File: config.mk
export PLATFORM = sky130hd
export DESIGN_NAME = battery_led_indicator
export DESIGN_NICKNAME = d
export VERILOG_FILES = /design/src/sv/bli_pkg.sv /design/src/sv/bli_step.sv /design/src/sv/bli_out_buf.sv /design/src/sv/battery_led_indicator.sv
export VERILOG_INCLUDE_DIRS = /design/src /design/src/sv
export SDC_FILE = /design/constraint.sdc
export NUM_CORES = 1
export LEC_CHECK = 0
export BUFFER_PORTS_ARGS = -buffer_cell sky130_fd_sc_hd__buf_2
export CORE_AREA = 2 2 107 99
export DETAILED_ROUTE_END_ITERATION = 7
export DIE_AREA = 0 0 109 101
export GPL_TIMING_DRIVEN = 0
export PLACE_DENSITY = 0.78
export SETUP_SLACK_MARGIN = 0.3
export SYNTH_ARGS = -nofsm -noshare
export SYNTH_HDL_FRONTEND = slang
export SYNTH_SLANG_ARGS = --single-unit
File: constraint.sdc
create_clock -name clk -period 5.2 [get_ports clk]
set_clock_uncertainty 0.2 [all_clocks]
set_input_delay 0.26 -clock clk [delete_from_list [all_inputs] [get_ports clk]]
set_output_delay 0.26 -clock clk [all_outputs]
set_load 0.03 [all_outputs]
File: src/sv/battery_led_indicator_macros.svh
// assertion macros for the battery led indicator
`ifndef BATTERY_LED_INDICATOR_MACROS_SVH
`define BATTERY_LED_INDICATOR_MACROS_SVH

// same-cycle implication, checked out of reset
`define BLI_ASSERT_NOW(label, ante, cons) \
    label: assert property (@(posedge clk) disable iff (!rst_n) (ante) |-> (cons)) \
        else $error("battery_led_indicator assertion failed");

// next-cycle implication, checked out of reset
`define BLI_ASSERT_NEXT(label, ante, cons) \
    label: assert property (@(posedge clk) disable iff (!rst_n) (ante) |=> (cons)) \
        else $error("battery_led_indicator assertion failed");

`endif

File: src/sv/bli_pkg.sv
// shared types and constants for the battery led indicator
`default_nettype none

package bli_pkg;

    localparam int PHASE_W = 6;
    localparam int BLINK_W = 2;
    localparam int PRESS_W = 8;
    localparam int MV_W    = 16;

    localparam logic [PHASE_W-1:0] BUTTON_PHASE_LOAD = 6'd9;
    localparam logic [PRESS_W-1:0] READ_AT_TICKS     = 8'd40;
    localparam logic [PRESS_W-1:0] STORE_AT_TICKS    = 8'd45;

    localparam int CFG_INDEX_W = 8;
    localparam int CFG_DATA_W  = 16;

    localparam logic [CFG_INDEX_W-1:0] REG_LOW_THRESHOLD      = 8'd0;
    localparam logic [CFG_INDEX_W-1:0] REG_VERY_LOW_THRESHOLD = 8'd1;
    localparam logic [CFG_INDEX_W-1:0] REG_CRIT_THRESHOLD     = 8'd2;
    localparam logic [CFG_INDEX_W-1:0] REG_BUTTON_ENABLE      = 8'd3;

    localparam logic [MV_W-1:0] LOW_THRESHOLD_RST      = 16'd3600;
    localparam logic [MV_W-1:0] VERY_LOW_THRESHOLD_RST = 16'd3500;
    localparam logic [MV_W-1:0] CRIT_THRESHOLD_RST     = 16'd3400;

    typedef struct packed {
        logic [MV_W-1:0] low_threshold_mv;
        logic [MV_W-1:0] very_low_threshold_mv;
        logic [MV_W-1:0] critical_threshold_mv;
        logic            button_enable;
    } cfg_t;

    typedef struct packed {
        logic request_store_state;
        logic request_battery_read;
        logic led_lit;
    } result_t;

endpackage

`default_nettype wire

File: src/sv/bli_step.sv
// tick state registers and the per-tick led and request logic
`default_nettype none

module bli_step
    import bli_pkg::*;
#(
    parameter int PERIOD_TICKS = 40
)
(
    input  wire logic            clk,
    input  wire logic            rst_n,
    input  wire logic            accept,
    input  wire logic            button_level,
    input  wire logic [MV_W-1:0] battery_mv,
    input  wire cfg_t            cfg,
    output result_t              result
);

    logic [PHASE_W-1:0] phase_count_reg, phase_count_next;
    logic [BLINK_W-1:0] blinks_left_reg, blinks_left_next;
    logic               last_button_reg, last_button_next;
    logic [PRESS_W-1:0] press_ticks_reg, press_ticks_next;
    logic               led_state_reg, led_state_next;

    logic               changed;
    logic               held;
    logic [PHASE_W-1:0] phase_a;
    logic [PHASE_W-1:0] phase_inc;
    logic [PRESS_W-1:0] press_a;
    logic               led_a;
    logic [BLINK_W-1:0] blinks_a;
    logic [BLINK_W-1:0] blink_load;

    always_comb
    begin
        changed = cfg.button_enable && (button_level != last_button_reg);
        held    = cfg.button_enable && !button_level;

        phase_a = changed ? BUTTON_PHASE_LOAD : phase_count_reg;
        press_a = changed ? '0 : press_ticks_reg;
        led_a   = changed ? !button_level : led_state_reg;

        last_button_next = cfg.button_enable ? button_level : last_button_reg;
        press_ticks_next = held ? press_a + 1'b1 : press_a;

        blink_load = BLINK_W'(battery_mv < cfg.low_threshold_mv)
                   + BLINK_W'(battery_mv < cfg.very_low_threshold_mv)
                   + BLINK_W'(battery_mv < cfg.critical_threshold_mv);
        blinks_a   = (phase_a == '0) ? blink_load : blinks_left_reg;

        // 6-bit increment wraps at 64, then the period check
        phase_inc = phase_a + 1'b1;
        if (phase_inc >= PHASE_W'(PERIOD_TICKS))
        begin
            phase_inc = '0;
        end

        result.request_battery_read = held && (press_ticks_next == READ_AT_TICKS);
        result.request_store_state  = held && (press_ticks_next == STORE_AT_TICKS);

        if (held)
        begin
            // toggle on the counts strictly between read and store
            led_state_next   = led_a ^ ((press_ticks_next > READ_AT_TICKS) &&
                                        (press_ticks_next < STORE_AT_TICKS));
            phase_count_next = phase_a;
            blinks_left_next = blinks_left_reg;
        end
        else
        begin
            led_state_next   = led_a;
            blinks_left_next = blinks_a;
            if (blinks_a != '0)
            begin
                if (!phase_a[0])
                begin
                    led_state_next = 1'b1;
                end
                else
                begin
                    led_state_next   = 1'b0;
                    blinks_left_next = blinks_a - 1'b1;
                end
            end
            phase_count_next = phase_inc;
        end

        result.led_lit = led_state_next;
    end

    always_ff @(posedge clk or negedge rst_n)
    begin
        if (!rst_n)
        begin
            phase_count_reg <= '0;
            blinks_left_reg <= '0;
            last_button_reg <= 1'b0;
            press_ticks_reg <= '0;
            led_state_reg   <= 1'b0;
        end
        else if (accept)
        begin
            phase_count_reg <= phase_count_next;
            blinks_left_reg <= blinks_left_next;
            last_button_reg <= last_button_next;
            press_ticks_reg <= press_ticks_next;
            led_state_reg   <= led_state_next;
        end
    end

endmodule

`default_nettype wire

File: src/sv/bli_out_buf.sv
// result register with a skid stage so input takes one more word under output stall
`default_nettype none

module bli_out_buf
    import bli_pkg::*;
(
    input  wire logic    clk,
    input  wire logic    rst_n,
    input  wire logic    in_valid,
    output logic         in_ready,
    input  wire result_t in_word,
    output logic         out_valid,
    input  wire logic    out_ready,
    output result_t      out_word
);

    logic    out_valid_reg, out_valid_next;
    logic    skid_valid_reg, skid_valid_next;
    result_t out_word_reg, out_word_next;
    result_t skid_word_reg, skid_word_next;

    assign in_ready  = !skid_valid_reg;
    assign out_valid = out_valid_reg;
    assign out_word  = out_word_reg;

    always_comb
    begin
        out_valid_next  = out_valid_reg;
        skid_valid_next = skid_valid_reg;
        out_word_next   = out_word_reg;
        skid_word_next  = skid_word_reg;
        if (out_ready || !out_valid_reg)
        begin
            if (skid_valid_reg)
            begin
                out_valid_next  = 1'b1;
                out_word_next   = skid_word_reg;
                skid_valid_next = 1'b0;
            end
            else
            begin
                out_valid_next = in_valid;
                out_word_next  = in_word;
            end
        end
        else if (in_valid && !skid_valid_reg)
        begin
            // output slot is stalled, park the word
            skid_valid_next = 1'b1;
            skid_word_next  = in_word;
        end
    end

    always_ff @(posedge clk or negedge rst_n)
    begin
        if (!rst_n)
        begin
            out_valid_reg  <= 1'b0;
            skid_valid_reg <= 1'b0;
        end
        else
        begin
            out_valid_reg  <= out_valid_next;
            skid_valid_reg <= skid_valid_next;
        end
    end

    always_ff @(posedge clk)
    begin
        out_word_reg  <= out_word_next;
        skid_word_reg <= skid_word_next;
    end

endmodule

`default_nettype wire

File: src/sv/battery_led_indicator.sv
// a tick word's result is registered in the result register, or skid stage under stall
// throughput: one tick word per cycle while the skid stage is empty
// a skid stage keeps s_tready high for one more word while m_tready is low
// reset: async active low, clears tick state, thresholds to 3600/3500/3400 mv,
// button handling enabled, no result word pending
`default_nettype none

`include "battery_led_indicator_macros.svh"

module battery_led_indicator
    import bli_pkg::*;
#(
    parameter int PERIOD_TICKS = 40
)
(
    input  wire logic                   clk,
    input  wire logic                   rst_n,
    input  wire logic                   s_tvalid,
    output logic                        s_tready,
    input  wire logic [23:0]            s_tdata,   // button_level, battery_mv, zero pad
    output logic                        m_tvalid,
    input  wire logic                   m_tready,
    output logic [7:0]                  m_tdata,   // led_lit, request_battery_read,
                                                   // request_store_state, zero pad
    input  wire logic                   cfg_valid,
    output logic                        cfg_ready,
    input  wire logic [CFG_INDEX_W-1:0] cfg_index,
    input  wire logic [CFG_DATA_W-1:0]  cfg_data
);

    cfg_t    cfg_reg;
    result_t step_result;
    result_t out_word;
    logic    accept;

    assign cfg_ready = 1'b1;
    assign accept    = s_tvalid && s_tready;

    always_ff @(posedge clk or negedge rst_n)
    begin
        if (!rst_n)
        begin
            cfg_reg.low_threshold_mv      <= LOW_THRESHOLD_RST;
            cfg_reg.very_low_threshold_mv <= VERY_LOW_THRESHOLD_RST;
            cfg_reg.critical_threshold_mv <= CRIT_THRESHOLD_RST;
            cfg_reg.button_enable         <= 1'b1;
        end
        else if (cfg_valid)
        begin
            case (cfg_index)
                REG_LOW_THRESHOLD:      cfg_reg.low_threshold_mv      <= cfg_data;
                REG_VERY_LOW_THRESHOLD: cfg_reg.very_low_threshold_mv <= cfg_data;
                REG_CRIT_THRESHOLD:     cfg_reg.critical_threshold_mv <= cfg_data;
                REG_BUTTON_ENABLE:      cfg_reg.button_enable         <= cfg_data[0];
                default: ;
            endcase
        end
    end

    bli_step #(
        .PERIOD_TICKS (PERIOD_TICKS)
    ) u_step (
        .clk          (clk),
        .rst_n        (rst_n),
        .accept       (accept),
        .button_level (s_tdata[0]),
        .battery_mv   (s_tdata[MV_W:1]),
        .cfg          (cfg_reg),
        .result       (step_result)
    );

    bli_out_buf u_out_buf (
        .clk       (clk),
        .rst_n     (rst_n),
        .in_valid  (s_tvalid),
        .in_ready  (s_tready),
        .in_word   (step_result),
        .out_valid (m_tvalid),
        .out_ready (m_tready),
        .out_word  (out_word)
    );

    assign m_tdata = {5'b0, out_word.request_store_state,
                      out_word.request_battery_read, out_word.led_lit};

    `BLI_ASSERT_NOW(a_no_dual_request, m_tvalid, !(m_tdata[1] && m_tdata[2]))
    `BLI_ASSERT_NOW(a_stall_needs_word, !s_tready, m_tvalid)
    `BLI_ASSERT_NOW(a_no_request_when_off, m_tvalid && !cfg_reg.button_enable, m_tdata[2:1] == 2'b00)
    `BLI_ASSERT_NEXT(a_accept_gives_word, accept, m_tvalid)

endmodule

`default_nettype wire

Yosys cells after proc, flatten, opt, wreduce, memory -nomap -nowiden --
Cells that the tools add are included.
Storage, ports and cells: bits in registers 75, input bits 53, output and inout port bits 11
Operators by class: add/subtract/negate cells 5, order comparisons 6, eq/ne operators 6, multiplexer cells 16, bitwise operators 3, reductions and logical operators 21
Operators with widths (number):
- $lt 16x16->1 | 3
- $mux 6 | 3
- $eq 8x2->1 const B | 2
- $eq 8x6->1 const B | 2
- $mux 8 | 2
- $reduce_and 2->1 | 7
- $add 8x1->8 const B | 1
- $eq 8x1->1 const B | 1
- $gt 8x6->1 const B | 1
- $logic_not 8->1 | 1
- $lt 8x6->1 const B | 1
- $mux 1 | 7
- $add 6x1->6 const B | 1
- $ge 6x6->1 const B | 1
- $logic_and 1x1->1 | 6
- $logic_not 6->1 | 1
- $mux 2 | 3
- $reduce_bool 2->1 | 2
- $logic_not 1->1 | 3
- $mux 3 | 1
- $add 1x1->2 | 1
- $add 2x1->2 | 1
- $not 1->1 | 2
- $sub 2x1->2 const B | 1
- other kinds (3) | 3

Logic depth before layout (Yosys ltp) --
depth in word-level cells 10, mapped depth 18, depth with buffers taken out 18

By module --
Synthesis repeated with hierarchy kept, for this count alone.
Second synthesis, totals: cells, all modules 462, area, all modules 4909.7 um^2
Modules (own cells, without submodules):
- bli_step | instances 1, cells each 327, area each 2516.2 um^2
- battery_led_indicator | instances 1, cells each 118, area each 2093.3 um^2
- bli_out_buf | instances 1, cells each 17, area each 300.3 um^2

Worst setup path after synthesis --
Ideal clock, no wire load.
path type register -> register, start register cfg_reg[34] (netlist name), end register u_step.led_state_reg, library setup time 0.121 ns, data arrival time 3.432 ns, path slack 1.447 ns, stages on the path, launching flop included 18, path buffers 0, period minus slack after synthesis 3.753 ns, cells stage by stage dfrtp_1 inv_1 ha_1 a21o_1 a21o_1 a211oi_1 o211ai_1 and3_1 o21ai_0 fa_1 mux2i_1 ha_1 nor2_1 a21oi_1 nor3_1 or4_1 o211ai_1 nor2_1
On the way: longest elaborated chain between the ends 7
RTL lines:
- start: declaration | line battery_led_indicator.sv:31 | cfg_t cfg_reg;
- $lt 16x16->1 | line bli_step.sv:46 | blink_load = BLINK_W'(battery_mv < cfg.low_threshold_mv)
- $add 1x1->2 | line bli_step.sv:47 | + BLINK_W'(battery_mv < cfg.very_low_threshold_mv)
- $add 2x1->2 | line bli_step.sv:48 | + BLINK_W'(battery_mv < cfg.critical_threshold_mv);
- $mux 2 | line bli_step.sv:49 | blinks_a = (phase_a == '0) ? blink_load : blinks_left_reg;
- $reduce_bool 2->1 | line bli_step.sv:73 | if (blinks_a != '0)
- $mux 1 | line bli_step.sv:73
- $mux 1 | line bli_step.sv:61 | if (held)
- end signal: assignment | line bli_step.sv:107 | led_state_reg <= led_state_next;
- end: declaration | line bli_step.sv:23 | logic led_state_reg, led_state_next;
No other way between the ends. A chain may end at the register's enable or synchronous reset.

Worst setup path in the final report --
start register cfg_reg[19] (netlist name), end register u_step.led_state_reg
On the way: longest elaborated chain between the ends 7
RTL lines (line):
- $lt 16x16->1 | bli_step.sv:47
- $add 1x1->2 | bli_step.sv:47
- $add 2x1->2 | bli_step.sv:48
- $mux 2 | bli_step.sv:49
- $reduce_bool 2->1 | bli_step.sv:73
- $mux 1 | bli_step.sv:73
- $mux 1 | bli_step.sv:61
No other way between the ends.

==> results.md <==
- The flow ran to the end, and the final reports show no timing, DRC or antenna violations.
- The gate count after technology mapping is 494.
- The initial antenna violation count is 1.
- In the global route stage, overall resource usage came out at 0.2131.
- Buffers inserted to repair hold after CTS numbered 18.
- During placement, the flow inserted port buffers numbering 50.
- The worst setup path is launched from a flip-flop.
- In this run the worst path has a maximum fanout of 6.
- The number of maximum-capacitance violations is 0.
- The via count of the first global-routing pass is 4,044.
- The final number of setup-violating endpoints is 0.
- The slew at the pin closest to its max-slew limit is 0.8956 ns.
- The cell chosen for the clock root is clkbuf_8.
- In the routed design, unresolved DRC markers number 0.
- The number of warnings issued by yosys is 0.
- Of the cells placed in the final design, the portion with a size suffix greater than 1 is 0.2474.
- The category of the worst setup path capture point is a flip-flop.
- The post-CTS setup buffer count is 0.
- After synthesis, the share of flip-flops with an asynchronous set or reset is 0.9200.
- In the final timing run, aggregate negative setup slack is 0 ns.
- The layout overhead on the synthesized area is 16.74%.
- At the later pin of the worst-skew pair, clock insertion delay measures 0.35 ns.
- The clock tree synthesis step divided the H-tree into 3 levels.
- The floorplan step defined a die boundary enclosing 0.01101 mm².
- For this run the aggregate overflow at the end of global routing stands at 0.
- The die is 109 µm wide.
- The number of gates resized after CTS was 0.
- Setup repair after global routing left no endpoint under its margin.
- The count of antenna-violating nets left after detailed routing is 0.
- The number of core rows is 35.
- The critical path goes through inv_1 -> ha_1 -> nor2b_1 -> o21ai_0 -> a21oi_1 -> o41ai_1 -> a31o_2 -> fa_1 -> mux2i_1 -> ha_1 -> nor2_1 -> a21oi_1 -> nor3_1 -> or4_1 -> o211ai_1 -> nor2_1.
- Dividing the final minimum period by the clock period gives 0.8052.
- The leakage power of the design is 0.002587 µW.
- The power per cell area is 301.5 mW/mm².
- The required time of the critical path is 5.24 ns.
- The maximum count of clock buffers along a single path is 2.
- After synthesis, the mean cell area works out to 9.731 µm².
- The delay of the slowest cell on the worst path is 0.54 ns.
- The final routed wire length divided by cell count is 15.27 µm.
- The slowest stage of the critical path belongs to the cell or4_1.
- The area inside the core boundary is 0.009941 mm².
- The post-CTS clock slew at the launch and capture registers of the worst setup and hold paths is 0.08 ns.
- The cell area that synthesis handed to floorplanning was 0.004807 mm².
- The power consumption is 1692 µW.
- OpenSTA, run right after detailed placement, puts the worst setup slack at 1.034 ns.
- At the worst endpoint, the arrival time is 4.23 ns.
- The count of pins on the block boundary is 64.
- In this run the tightest slew margin relative to its limit is 0.4030.
- The HPWL reported at the end of detailed placement is 7.949 mm.
- Leaving out fill and tap cells, the most frequent cells in the layout are inv_1, buf_2, dfrtp_1.
- The number of endpoints with negative hold slack in the final report is 0.
- The number of distinct standard cells referenced by the synthesized netlist is 63.
- The initial utilization of the core area, before any placement, comes to 0.4836.
- The critical path class is reg2reg.
- Clock tree synthesis inserted a total of 9 buffers.
- Summing over every cut layer, the via total after detailed routing is 3,866.
- The number of sinks on the clock net is 75.
- The floorplan die height is 101 µm.
- The most common cell after layout, fill and taps aside is inv_1.
- TritonCTS built the clock tree.
- The sequential-to-total area share from yosys stat is 0.4011.
- The type of the worst min-delay path is in2reg.
- The first routing iteration left 148 violations.
- The first global-routing pass estimated 18.34 mm of wire.
- The worst hold margin is 0.06623 ns.
- The most frequently used flop master after synthesis is dfrtp_1.
- The highest ir drop seen on vdd is 0.0002074 V.
- The final net count is 681.
- The number of flip-flops and latches in the synthesized netlist is 75.
- The smallest clock period supported by the final layout is computed as 4.187 ns.
- The first TritonRoute pass finished after 5 iterations.
- Entering global routing, the biggest net connects 70 pins.
- The fill cell total of the finished layout is 838.
- Derived from the worst setup path, the maximum achievable clock frequency is 0.2388 GHz.
- The final-report max-slew violation count is 0.
- Setup slack closes at 1.013 ns.
- Counting flops with a built-in enable in the synthesized netlist gives 6.
- The vias per cell is 5.430.
- The register with the most flip-flops in the layout has 49 of them.
- The congestion estimate from routability-driven global placement came to 0.8715.
- The final routed wirelength across all metal layers is 10.87 mm.
power by group:
group	internal (µW)	total, µW	switching, µW
Combinational	222	528	306
Sequential	670	712	42.2
Clock	222	452	230
cell families after synthesis:
| kind of cell | count (synthesis) | share of synthesized area |
|---|---|---|
| mux | 40 | 0.09318 |
| buf+inv | 82 | 0.07158 |
| simple gates | 121 | 0.1338 |
| fa+ha+maj | 51 | 0.1343 |
| other cells | 2 | 0.001562 |
| compound gates | 118 | 0.1538 |
| xor+xnor | 5 | 0.01067 |
| flops | 75 | 0.4011 |
synthesized netlist by cell type (2+ instances only):
cell type	count	area share
inv_1	58	0.045
dfrtp_1	52	0.27
ha_1	50	0.13
nand2_1	47	0.037
o21ai_0	43	0.045
mux2_2	38	0.089
a21oi_1	23	0.024
nor2_1	21	0.016
dfstp_2	17	0.093
a21o_1	10	0.016
clkbuf_1	10	0.0078
a31oi_1	8	0.010
buf_4	8	0.012
nand3_1	7	0.0073
edfxtp_1	6	0.037
nand2b_1	6	0.0078
nand4_1	6	0.0078
buf_2	5	0.0052
nor2b_1	5	0.0065
o21a_1	5	0.0078
and2_1	4	0.0052
o41ai_1	4	0.0073
and3_1	3	0.0039
nand3b_1	3	0.0047
o211ai_1	3	0.0047
a2111oi_0	2	0.0036
a31o_2	2	0.0036
conb_1	2	0.0016
mux2i_1	2	0.0042
nor4_1	2	0.0026
nor4_2	2	0.0052
o22ai_1	2	0.0026
o311ai_0	2	0.0036
o31ai_1	2	0.0031
o32ai_1	2	0.0036
or3_1	2	0.0026
or4_1	2	0.0031
xnor2_1	2	0.0036
xor2_1	2	0.0036
cell type report:
type	count	area [µm²]	share of cell area
Multi-Input combinational cell	341	2550	0.4544
Sequential cell	75	1928	0.3436
Timing Repair Buffer	68	432.9	0.07715
Inverter	58	217.7	0.03880
Tap cell	129	161.4	0.02876
Clock buffer	10	127.6	0.02274
Buffer	24	126.4	0.02252
Clock inverter	6	65.06	0.01159
Antenna cell	1	2.502	0.0004459
layer usage:
layer,vias up,part of all wire,GRT usage
li1,1893,-,-
met3,23,0.056,0.05688
met5,-,0,0
met1,1838,0.43,0.2528
met2,112,0.50,0.3817
met4,0,0.014,0.05227
worst max-delay path: cells and delay by family, from the launching register on:
family	cells	cell delay, ns
flops	1	0.53
compound gates	6	1.22
simple gates	5	0.89
buf+inv	1	0.04
fa+ha+maj	3	0.96
mux	1	0.25
per-stage QoR:
stage	cell area [µm²]	util	cells
2_1_floorplan	4822	-	498
3_3_place_gp	5234	0.5265	677
3_5_place_dp	5236	0.5267	677
4_1_cts	5609	0.5643	711
5_1_grt	5609	0.5643	711
6_report	5612	0.5645	712
worst paths after layout:
path	start	slack [ns]	cells past startpoint	endpoint
worst max-delay path	cfg_reg[19]	1.01	16	u_step.led_state_reg
worst min-delay path	s_tdata[0]	0.07	3	u_step.press_ticks_reg[3]
worst max register to register	cfg_reg[19]	1.01	16	u_step.led_state_reg
worst min register to register	u_step.blinks_left_reg[1]	0.30	2	u_step.blinks_left_reg[1]
max in group asynchronous	rst_n	3.85	2	u_step.phase_count_reg[4]
min in group asynchronous	rst_n	0.38	2	cfg_reg[47]
Note: power is estimated with default switching activity, not from simulation.
